[config.mk]
export PLATFORM = sky130hd
export DESIGN_NAME = playback_starvation_ledger_unit
export DESIGN_NICKNAME = d
export VERILOG_FILES = /design/src/rtl/core/psl_pkg.sv /design/src/rtl/core/psl_state.sv /design/src/rtl/core/playback_starvation_ledger_unit.sv
export VERILOG_INCLUDE_DIRS = /design/src /design/src/rtl/core
export SDC_FILE = /design/constraint.sdc
export NUM_CORES = 2
export LEC_CHECK = 0
export BUFFER_PORTS_ARGS = -buffer_cell sky130_fd_sc_hd__buf_4
export CAP_MARGIN = 20
export CORE_MARGIN = 1.5
export CORE_UTILIZATION = 30
export DETAILED_ROUTE_END_ITERATION = 8
export GPL_TIMING_DRIVEN = 0
export PLACE_DENSITY = 0.45
export SYNTH_ARGS = -nofsm -noshare
export SYNTH_HDL_FRONTEND = slang
export SYNTH_HIERARCHICAL = 1
export SYNTH_SLANG_ARGS = --single-unit
[constraint.sdc]
create_clock -name i_clk -period 9 [get_ports i_clk]
set_input_delay 0.45 -clock i_clk [delete_from_list [all_inputs] [get_ports i_clk]]
set_output_delay 0.45 -clock i_clk [all_outputs]
set_load 0.005 [all_outputs]
[src/rtl/core/playback_starvation_ledger_unit_defines.svh]
// Assertion macros used by the playback starvation ledger top level.
`ifndef PLAYBACK_STARVATION_LEDGER_UNIT_DEFINES_SVH
`define PLAYBACK_STARVATION_LEDGER_UNIT_DEFINES_SVH

// Same-cycle implication, checked outside reset.
`define PSL_ASSERT_IMPL(label, clk, rst_n, ante, cons) \
    label: assert property (@(posedge clk) disable iff (!(rst_n)) (ante) |-> (cons)) \
        else $error("ledger check failed");

// Next-cycle implication, checked outside reset.
`define PSL_ASSERT_NEXT(label, clk, rst_n, ante, cons) \
    label: assert property (@(posedge clk) disable iff (!(rst_n)) (ante) |=> (cons)) \
        else $error("ledger check failed");

`endif

[src/rtl/core/psl_pkg.sv]
// Types, constants and helpers for the playback starvation ledger.
package psl_pkg;

    localparam int TIME_BITS_DEF = 48;
    localparam int RING_BITS     = 10;
    localparam int AMOUNT_BITS   = 16;
    localparam int CNT_BITS      = 32;
    localparam int DL_BITS       = 64;

    localparam logic [RING_BITS-1:0] RING_RESET = 10'd40;
    localparam logic [CNT_BITS-1:0]  SAT32      = 32'hffff_ffff;

    // amount_ms * 1000 and ring_length_ms * 1000 fit these widths
    localparam int AMT_US_BITS  = 26;
    localparam int RING_US_BITS = 20;
    localparam logic [AMT_US_BITS-1:0]  US_PER_MS_A = 26'd1000;
    localparam logic [RING_US_BITS-1:0] US_PER_MS_R = 20'd1000;

    // Lateness at or above 1000 * 2^32 us saturates; below it fits 42 bits.
    localparam logic [DL_BITS-1:0] LATE_SAT_US = 64'd1000 << 32;
    localparam int LATE_BITS = 42;

    // Divide by 1000 via reciprocal: q = (x * DIV_MAGIC) >> DIV_SHIFT, exact for x < 2^42.
    localparam int DIV_SHIFT  = 52;
    localparam int MAGIC_BITS = 43;
    localparam logic [63:0] DIV_MAGIC_64 = ((64'd1 << DIV_SHIFT) + 64'd999) / 64'd1000;
    localparam logic [MAGIC_BITS-1:0] DIV_MAGIC = DIV_MAGIC_64[MAGIC_BITS-1:0];
    localparam int XL_BITS  = 21;
    localparam int XH_BITS  = LATE_BITS - XL_BITS;
    localparam int ML_BITS  = 22;
    localparam int MH_BITS  = MAGIC_BITS - ML_BITS;
    localparam int PROD_BITS = LATE_BITS + MAGIC_BITS;

    typedef enum logic [2:0] {
        OP_WATCH    = 3'd0,
        OP_DRAIN    = 3'd1,
        OP_FLUSH    = 3'd2,
        OP_CREDIT   = 3'd3,
        OP_ROLLBACK = 3'd4
    } t_opcode;

    // Per-transaction values that ride along the lateness pipeline
    typedef struct packed {
        logic                seen;
        logic [CNT_BITS-1:0] credited;
        logic [CNT_BITS-1:0] events;
    } t_meta;

    typedef struct packed {
        t_meta                meta;
        logic                 sat;
        logic [LATE_BITS-1:0] diff;
    } t_s1;

    function automatic logic [CNT_BITS-1:0] sat_add32(input logic [CNT_BITS-1:0] a,
                                                      input logic [CNT_BITS-1:0] b);
        logic [CNT_BITS:0] s;
        s = {1'b0, a} + {1'b0, b};
        return s[CNT_BITS] ? SAT32 : s[CNT_BITS-1:0];
    endfunction

endpackage

[src/rtl/core/psl_state.sv]
// Ledger state: watch flags, deadline, credit and starvation count update.
module psl_state #(
    parameter int TIME_BITS = psl_pkg::TIME_BITS_DEF
) (
    input  logic                            i_clk,
    input  logic                            i_rst_n,
    input  logic                            i_cfg_valid,
    input  logic [psl_pkg::RING_BITS-1:0]   i_cfg_data,
    input  logic                            i_accept,
    input  logic [2:0]                      i_opcode,
    input  logic                            i_active,
    input  logic [psl_pkg::AMOUNT_BITS-1:0] i_amount_ms,
    input  logic [TIME_BITS-1:0]            i_now_us,
    output psl_pkg::t_s1                    o_s1
);

    logic [psl_pkg::RING_BITS-1:0] r_ring;
    logic                          r_watching, n_watching;
    logic                          r_drain, n_drain;
    logic                          r_stale, n_stale;
    logic [psl_pkg::DL_BITS-1:0]   r_deadline, n_deadline;
    logic [psl_pkg::CNT_BITS-1:0]  r_credited, n_credited;
    logic [psl_pkg::CNT_BITS-1:0]  r_events, n_events;
    psl_pkg::t_s1                  r_s1, n_s1;

    logic [psl_pkg::DL_BITS-1:0]      now64;
    logic [psl_pkg::DL_BITS-1:0]      diff;
    logic [psl_pkg::AMT_US_BITS-1:0]  amt_us;
    logic [psl_pkg::RING_US_BITS-1:0] ring_us;
    logic                             armed;
    logic                             now_late;
    logic                             starve;

    always_comb begin
        now64    = psl_pkg::DL_BITS'(i_now_us);
        amt_us   = psl_pkg::AMT_US_BITS'(i_amount_ms) * psl_pkg::US_PER_MS_A;
        ring_us  = psl_pkg::RING_US_BITS'(r_ring) * psl_pkg::US_PER_MS_R;
        armed    = $signed(r_deadline) > $signed(64'd0);
        now_late = $signed(now64) > $signed(r_deadline);
        diff     = now64 - r_deadline;
        starve   = r_watching && !r_drain && armed && now_late &&
                   (r_credited >= psl_pkg::CNT_BITS'(r_ring));
    end

    always_comb begin
        n_watching = r_watching;
        n_drain    = r_drain;
        n_stale    = r_stale;
        n_deadline = r_deadline;
        n_credited = r_credited;
        n_events   = r_events;
        n_s1.meta.seen = 1'b0;
        case (psl_pkg::t_opcode'(i_opcode))
            psl_pkg::OP_WATCH: begin
                if (i_active && !r_watching) begin
                    n_credited = '0;
                    n_deadline = now64 +
                        (r_stale ? psl_pkg::DL_BITS'(ring_us) : psl_pkg::DL_BITS'(0));
                    n_stale    = 1'b0;
                end
                if (i_active) begin
                    n_drain = 1'b0;
                end
                n_watching = i_active;
            end
            psl_pkg::OP_DRAIN: begin
                n_drain = 1'b1;
            end
            psl_pkg::OP_FLUSH: begin
                n_stale = 1'b1;
            end
            psl_pkg::OP_CREDIT: begin
                if (starve) begin
                    n_events       = psl_pkg::sat_add32(r_events, 32'd1);
                    n_s1.meta.seen = 1'b1;
                end
                n_deadline = (now_late ? now64 : r_deadline) + psl_pkg::DL_BITS'(amt_us);
                n_credited = psl_pkg::sat_add32(r_credited,
                                                psl_pkg::CNT_BITS'(i_amount_ms));
            end
            psl_pkg::OP_ROLLBACK: begin
                n_deadline = r_deadline - psl_pkg::DL_BITS'(amt_us);
                if (r_credited >= psl_pkg::CNT_BITS'(i_amount_ms)) begin
                    n_credited = r_credited - psl_pkg::CNT_BITS'(i_amount_ms);
                end
            end
            default: begin
            end
        endcase
        n_s1.meta.credited = n_credited;
        n_s1.meta.events   = n_events;
        n_s1.sat           = diff >= psl_pkg::LATE_SAT_US;
        n_s1.diff          = diff[psl_pkg::LATE_BITS-1:0];
    end

    always_ff @(posedge i_clk) begin
        if (!i_rst_n) begin
            r_ring     <= psl_pkg::RING_RESET;
            r_watching <= 1'b0;
            r_drain    <= 1'b0;
            r_stale    <= 1'b0;
            r_deadline <= '0;
            r_credited <= '0;
            r_events   <= '0;
        end else begin
            if (i_cfg_valid) begin
                r_ring <= i_cfg_data;
            end
            if (i_accept) begin
                r_watching <= n_watching;
                r_drain    <= n_drain;
                r_stale    <= n_stale;
                r_deadline <= n_deadline;
                r_credited <= n_credited;
                r_events   <= n_events;
            end
        end
    end

    always_ff @(posedge i_clk) begin
        if (i_accept) begin
            r_s1 <= n_s1;
        end
    end

    assign o_s1 = r_s1;

endmodule

[src/rtl/core/playback_starvation_ledger_unit.sv]
// Playback starvation ledger: top level with lateness divide pipeline and output register.
// o_valid rises once the transaction has passed the state register, two divide stages and the output register.
// Throughput: one transaction per cycle while no stage is held by i_ready; state updates at accept.
// Lateness / 1000 is a reciprocal multiply split into four partial products over two stages.
// Reset (synchronous, active low) clears ledger state, valid bits; ring length returns to 40.
`include "playback_starvation_ledger_unit_defines.svh"

module playback_starvation_ledger_unit #(
    parameter int TIME_BITS = psl_pkg::TIME_BITS_DEF
) (
    input  logic                            i_clk,
    input  logic                            i_rst_n,
    input  logic                            i_cfg_valid,
    output logic                            o_cfg_ready,
    input  logic [psl_pkg::RING_BITS-1:0]   i_cfg_data,
    input  logic                            i_valid,
    output logic                            o_ready,
    input  logic [2:0]                      i_opcode,
    input  logic                            i_active,
    input  logic [psl_pkg::AMOUNT_BITS-1:0] i_amount_ms,
    input  logic [TIME_BITS-1:0]            i_now_us,
    output logic                            o_valid,
    input  logic                            i_ready,
    output logic [psl_pkg::CNT_BITS-1:0]    o_starved_total_ms,
    output logic [psl_pkg::CNT_BITS-1:0]    o_starve_count,
    output logic [psl_pkg::CNT_BITS-1:0]    o_credited_total_ms,
    output logic                            o_starve_seen
);

    localparam int XL = psl_pkg::XL_BITS;
    localparam int XH = psl_pkg::XH_BITS;
    localparam int ML = psl_pkg::ML_BITS;
    localparam int MH = psl_pkg::MH_BITS;
    localparam int PB = psl_pkg::PROD_BITS;
    localparam int CB = psl_pkg::CNT_BITS;

    localparam logic [ML-1:0] MAGIC_LO = psl_pkg::DIV_MAGIC[ML-1:0];
    localparam logic [MH-1:0] MAGIC_HI = psl_pkg::DIV_MAGIC[psl_pkg::MAGIC_BITS-1:ML];

    psl_pkg::t_s1   s1;
    logic           accept;
    logic           rdy1, rdy2, rdy3, rdy_out;

    logic           r_v1, r_v2, r_v3, r_out_valid;
    psl_pkg::t_meta r_meta2, r_meta3;
    logic           r_sat2;
    logic [XL+ML-1:0] r_pp_ll;
    logic [XL+MH-1:0] r_pp_lh;
    logic [XH+ML-1:0] r_pp_hl;
    logic [XH+MH-1:0] r_pp_hh;
    logic [CB-1:0]  r_late3;
    logic [PB-1:0]  prod;
    logic [CB-1:0]  r_starved, r_events, r_credited;
    logic           r_seen;

    assign o_cfg_ready = 1'b1;

    // ready chain: a stage takes new data when empty or when it is moving on
    assign rdy_out = !r_out_valid || i_ready;
    assign rdy3    = !r_v3 || rdy_out;
    assign rdy2    = !r_v2 || rdy3;
    assign rdy1    = !r_v1 || rdy2;
    assign o_ready = rdy1;
    assign accept  = i_valid && rdy1;

    psl_state #(
        .TIME_BITS (TIME_BITS)
    ) u_state (
        .i_clk       (i_clk),
        .i_rst_n     (i_rst_n),
        .i_cfg_valid (i_cfg_valid),
        .i_cfg_data  (i_cfg_data),
        .i_accept    (accept),
        .i_opcode    (i_opcode),
        .i_active    (i_active),
        .i_amount_ms (i_amount_ms),
        .i_now_us    (i_now_us),
        .o_s1        (s1)
    );

    always_ff @(posedge i_clk) begin
        if (!i_rst_n) begin
            r_v1        <= 1'b0;
            r_v2        <= 1'b0;
            r_v3        <= 1'b0;
            r_out_valid <= 1'b0;
            r_starved   <= '0;
        end else begin
            if (rdy1) begin
                r_v1 <= accept;
            end
            if (rdy2) begin
                r_v2 <= r_v1;
            end
            if (rdy3) begin
                r_v3 <= r_v2;
            end
            if (rdy_out) begin
                r_out_valid <= r_v3;
                if (r_v3 && r_meta3.seen) begin
                    r_starved <= psl_pkg::sat_add32(r_starved, r_late3);
                end
            end
        end
    end

    // partial products of lateness * reciprocal
    always_ff @(posedge i_clk) begin
        if (rdy2) begin
            r_meta2 <= s1.meta;
            r_sat2  <= s1.sat;
            r_pp_ll <= (XL+ML)'(s1.diff[XL-1:0]) * (XL+ML)'(MAGIC_LO);
            r_pp_lh <= (XL+MH)'(s1.diff[XL-1:0]) * (XL+MH)'(MAGIC_HI);
            r_pp_hl <= (XH+ML)'(s1.diff[psl_pkg::LATE_BITS-1:XL]) * (XH+ML)'(MAGIC_LO);
            r_pp_hh <= (XH+MH)'(s1.diff[psl_pkg::LATE_BITS-1:XL]) * (XH+MH)'(MAGIC_HI);
        end
    end

    assign prod = (PB'(r_pp_hh) << (XL + ML)) + (PB'(r_pp_hl) << XL) +
                  (PB'(r_pp_lh) << ML) + PB'(r_pp_ll);

    always_ff @(posedge i_clk) begin
        if (rdy3) begin
            r_meta3 <= r_meta2;
            r_late3 <= r_sat2 ? psl_pkg::SAT32
                              : prod[psl_pkg::DIV_SHIFT+CB-1:psl_pkg::DIV_SHIFT];
        end
    end

    always_ff @(posedge i_clk) begin
        if (rdy_out && r_v3) begin
            r_events   <= r_meta3.events;
            r_credited <= r_meta3.credited;
            r_seen     <= r_meta3.seen;
        end
    end

    assign o_valid             = r_out_valid;
    assign o_starved_total_ms  = r_starved;
    assign o_starve_count      = r_events;
    assign o_credited_total_ms = r_credited;
    assign o_starve_seen       = r_seen;

    `PSL_ASSERT_IMPL(a_seen_counted, i_clk, i_rst_n, o_valid && o_starve_seen, o_starve_count != 32'd0)
    `PSL_ASSERT_NEXT(a_starved_mono, i_clk, i_rst_n, 1'b1, r_starved >= $past(r_starved))
    `PSL_ASSERT_IMPL(a_full_stall, i_clk, i_rst_n, r_v1 && r_v2 && r_v3 && r_out_valid && !i_ready, !o_ready)
    `PSL_ASSERT_NEXT(a_seen_credit, i_clk, i_rst_n, accept && (i_opcode != psl_pkg::OP_CREDIT), !s1.meta.seen)

endmodule

==> metrics.md <==
| Metric | Value |
|---|---|
| Initial antenna violation count | `33` |
| Routability Congestion | `between 0.9 and 1` |
| EDFF count, synth | `between 400 and 500` |
| Area growth syn-to-layout | `12.1%` |
| WP data required | `roughly 9600 ps` |
| Post-synthesis compound-gate area fraction | `15.0%` |
| Initial Utilization | `between 30 and 40%` |
| Avg Cell Area, Syn | `9.75 sq um` |
| Clock Path Buffers | `3` |
| Layout cells sized above 1 | `6.21%` |
| Synth area leaders | `edfxtp_1, ha_1, fa_1` |
| Fin nets | `between 9000 and 10000` |
| Highest Signal Layer | `met5` |
| Die span in x | `between 400 and 500 microns` |
| Antenna-violating nets left | `0` |
| Top-level I/O count | `183` |
| Routed wire per std cell | `21.9 microns` |
| Simple-gate share of the synthesized area | `approximately a tenth` |
| Cell family with the largest share of critical-path delay | `compound AO/OA/AOI/OAI gates` |
| Die Y | `between 400 and 500 microns` |
| Crit share post-route | `between 90% and 100%` |
| Status | `finished clean` |
| Num Clock Sinks | `between 600 and 700` |
| Die area | `~250000 sq um` |
| YS warnings | `6` |
| Max Freq | `between 100 and 150 MHz` |
| Clock buffer count from CTS | `between 80 and 90` |
| Synth Net Count | `between 9000 and 10000` |
| Synth area leader | `edfxtp_1` |
| Later-pin clock latency in the skew report | `720 ps` |
| First-pass GRT wire length | `between 300 and 400 mm` |
| Delay of the slowest critical-path stage | `610 ps` |
| DR vias | `roughly 57000` |
| Met1 wire length | `around 110 mm` |
| Max-cap viol count | `0` |
| CTS tree | `built` |
| Worst-path clk slew | `roughly 70 ps` |
| Vias in the first global route | `slightly below 60000` |
| DR WL met2 | `around 110 mm` |
| Pre-antenna DRT Iters | `5` |
| H-tree levels | `3` |
| Design area | `between 80000 and 90000 sq um` |
| Synth Register Bits | `660` |
| Largest net degree at the start of global routing | `127` |
| Buffers on Ports | `approximately 180` |
| CP Buf/Inv Count | `8` |
| Post-placement cell area | `just under 80000 sq um` |
| Main combinational cell family by area after synthesis | `adder cells` |
| Worst rel slew slack | `between 10% and 20%` |
| Top cell type's share of synthesized area | `between 10% and 20%` |
| GRT overflow | `0` |
| Synth Area in XOR/XNOR | `under 10%` |
| Worst Skew | `roughly 60 ps` |
| Critical path type | `reg -> reg` |
| Final min period | `about 8700 ps` |
| Register area share after synthesis | `~24%` |
| Post-synthesis instance area | `~74000 sq um` |
| First DRT Iteration DRCs | `around 3900` |
| Synth Instances | `7566` |
| Num rows | `roughly 180` |
| DR WL met3 | `10.7 mm` |
| CP Capture Type | `flip-flop` |
| Slowest CP cell | `or4_4` |
| WHS | `between 100 and 150 ps` |
| Worst path arrival time | `around 9400 ps` |
| Vias per cell | `5.09` |
| Hold Vio Cnt, Final | `0` |
| Final setup fails | `0` |
| Post-synth cell types | `approximately 120` |
| Worst-margin pin slew | `between 1000 and 1500 ps` |
| Post-placement cell count | `around 11000` |
| Critical path fanouts, max | `10` |
| Main synth FF type | `edfxtp_1` |
| Min-Delay Path Class | `in -> reg` |
| Tot GR Track Use | `19.4%` |
| DRT Wirelength | `roughly 240 mm` |
| Kind of launch point of the worst setup path | `flip-flop` |
| Slew Limit Fails | `0` |
| Core ar. | `about 240000 sq um` |
| Post-route insts no fill | `about 11000` |
| DR DRC count | `0` |
| Post-Synth Adder-Cell Area | `between 30% and 40%` |
| Asr flop ratio synth | `0%` |
| Post-Route Utilization | `roughly a third` |
| Estimated wirelength of the detail-placed design | `198 mm` |
| Mux cell area share after synthesis | `less than 1%` |
| Root Buffer | `clkbuf_16` |
[cell usage in the layout, fill, tap and decap left out, drive strengths merged, types with 27 or more instances in the layout]
master and count:
inv 1270, buf 231, a31oi 85, clkbuf 274
and2 51, xor2 139, dfxtp 177, o21ai 334
or2 27, nor2 371, a21o 201, fa 676
mux2i 59, clkinv 31, a211oi 68, and3 78
ha 1108, nand3 140, a21oi 496, nor3 89
o21bai 49, edfxtp 483, a221oi 30, nor2b 71
or3 36, nand2b 47, o211ai 34, nand4 106
xnor2 265, nor4 44, o31ai 28, o21a 69
nand2 374
[path summary, 6_finish.rpt]
path                                       start                                   to  slack (ps)  cells past startpoint
max          u_state/r_deadline[30]$_SDFFE_PN0P_  u_state/r_deadline[51]$_SDFFE_PN0P_         270                     33
min                                      i_rst_n  o_starved_total_ms[30]$_SDFFE_PN0P_         130                      3
max reg2reg  u_state/r_deadline[30]$_SDFFE_PN0P_  u_state/r_deadline[51]$_SDFFE_PN0P_         270                     33
min reg2reg           u_state/o_s1[96]$_DFFE_PP_                r_meta2[53]$_DFFE_PP_         410                      0
[metrics by stage]
stage / setup slack [ps] / setup TNS [ps]
after floorplan: 1200 / 0
after global placement: -3710 / -511380
after detailed placement: -2220 / -71250
after CTS: 13.3 / 0
after global routing: -25.9 / -61.9
final: 274 / 0
[worst min-delay path, cell delays in order]
cell and delay (ps):
buf_4 200, o21ai_0 100, a211oi_1 40
[cell families after synthesis]
kind of cell	Yosys count
AOI/OAI and AO/OA	1680
xor gates and xnor gates	406
adders and majority gates	1791
buffers and inverters	1469
DFF	660
muxes	69
other	1
and+or+nand+nor	1490
[metal layers]
metal  vias to the layer above  track usage, %
li1                      26900               -
met1                     28000            25.6
met2                      1451            32.6
met3                       387            2.51
met4                        28            6.73
met5                         -               0
[final cells by class]
class                      instances  area [sq um]
clock buffer                     106          2230
multi-input combinational       5438         50300
timing repair buffer             227          1970
clock inverter                    46           598
inverter                        1267          4770
tap                             3202          4010
antenna                           10          25.0
sequential                       660         18100
fill                           24900        161000
buffer                           192           767
[cell usage after synthesis, types with 45 or more instances]
master	instances
inv_1	1264
ha_1	1108
fa_1	676
a21oi_1	492
edfxtp_1	483
nand2_1	373
nor2_1	370
o21ai_0	309
xnor2_1	265
a21o_1	199
dfxtp_1	177
clkbuf_1	174
nand3_1	140
xor2_1	139
nand4_1	104
nor3_1	87
a31oi_1	83
and3_1	77
nor2b_1	71
o21a_1	69
a211oi_1	66
mux2i_1	59
and2_1	50
o21bai_1	49
nand2b_1	45
[registers in the layout, summed over array words and instances (netlist names), 10 cells and up]
name and count:
u_state/o_s1 108, r_meta2 65, r_meta3 65, u_state/r_deadline 64, r_pp_hl 43, r_pp_lh 41, r_pp_hh 40, o_credited_total_ms 32
o_starve_count 32, o_starved_total_ms 32, r_late3 32, u_state/r_credited 32, u_state/r_events 32, r_pp_ll 23, u_state/r_ring 10
[what timing repair did]
item | 4_1_cts | 5_1_grt
resized for setup | 13 | 19
setup buffers | 1 | 1
endpoints found under the hold margin | 17 | 0
hold buffers | 20 | 0
pin swaps | 1 | 2
gates cloned | 0 | 1
endpoints found under the setup margin | 47 | 35
Power is not shown: default switching activity piles up to over one toggle a cycle in this logic, so the estimate is an artifact.
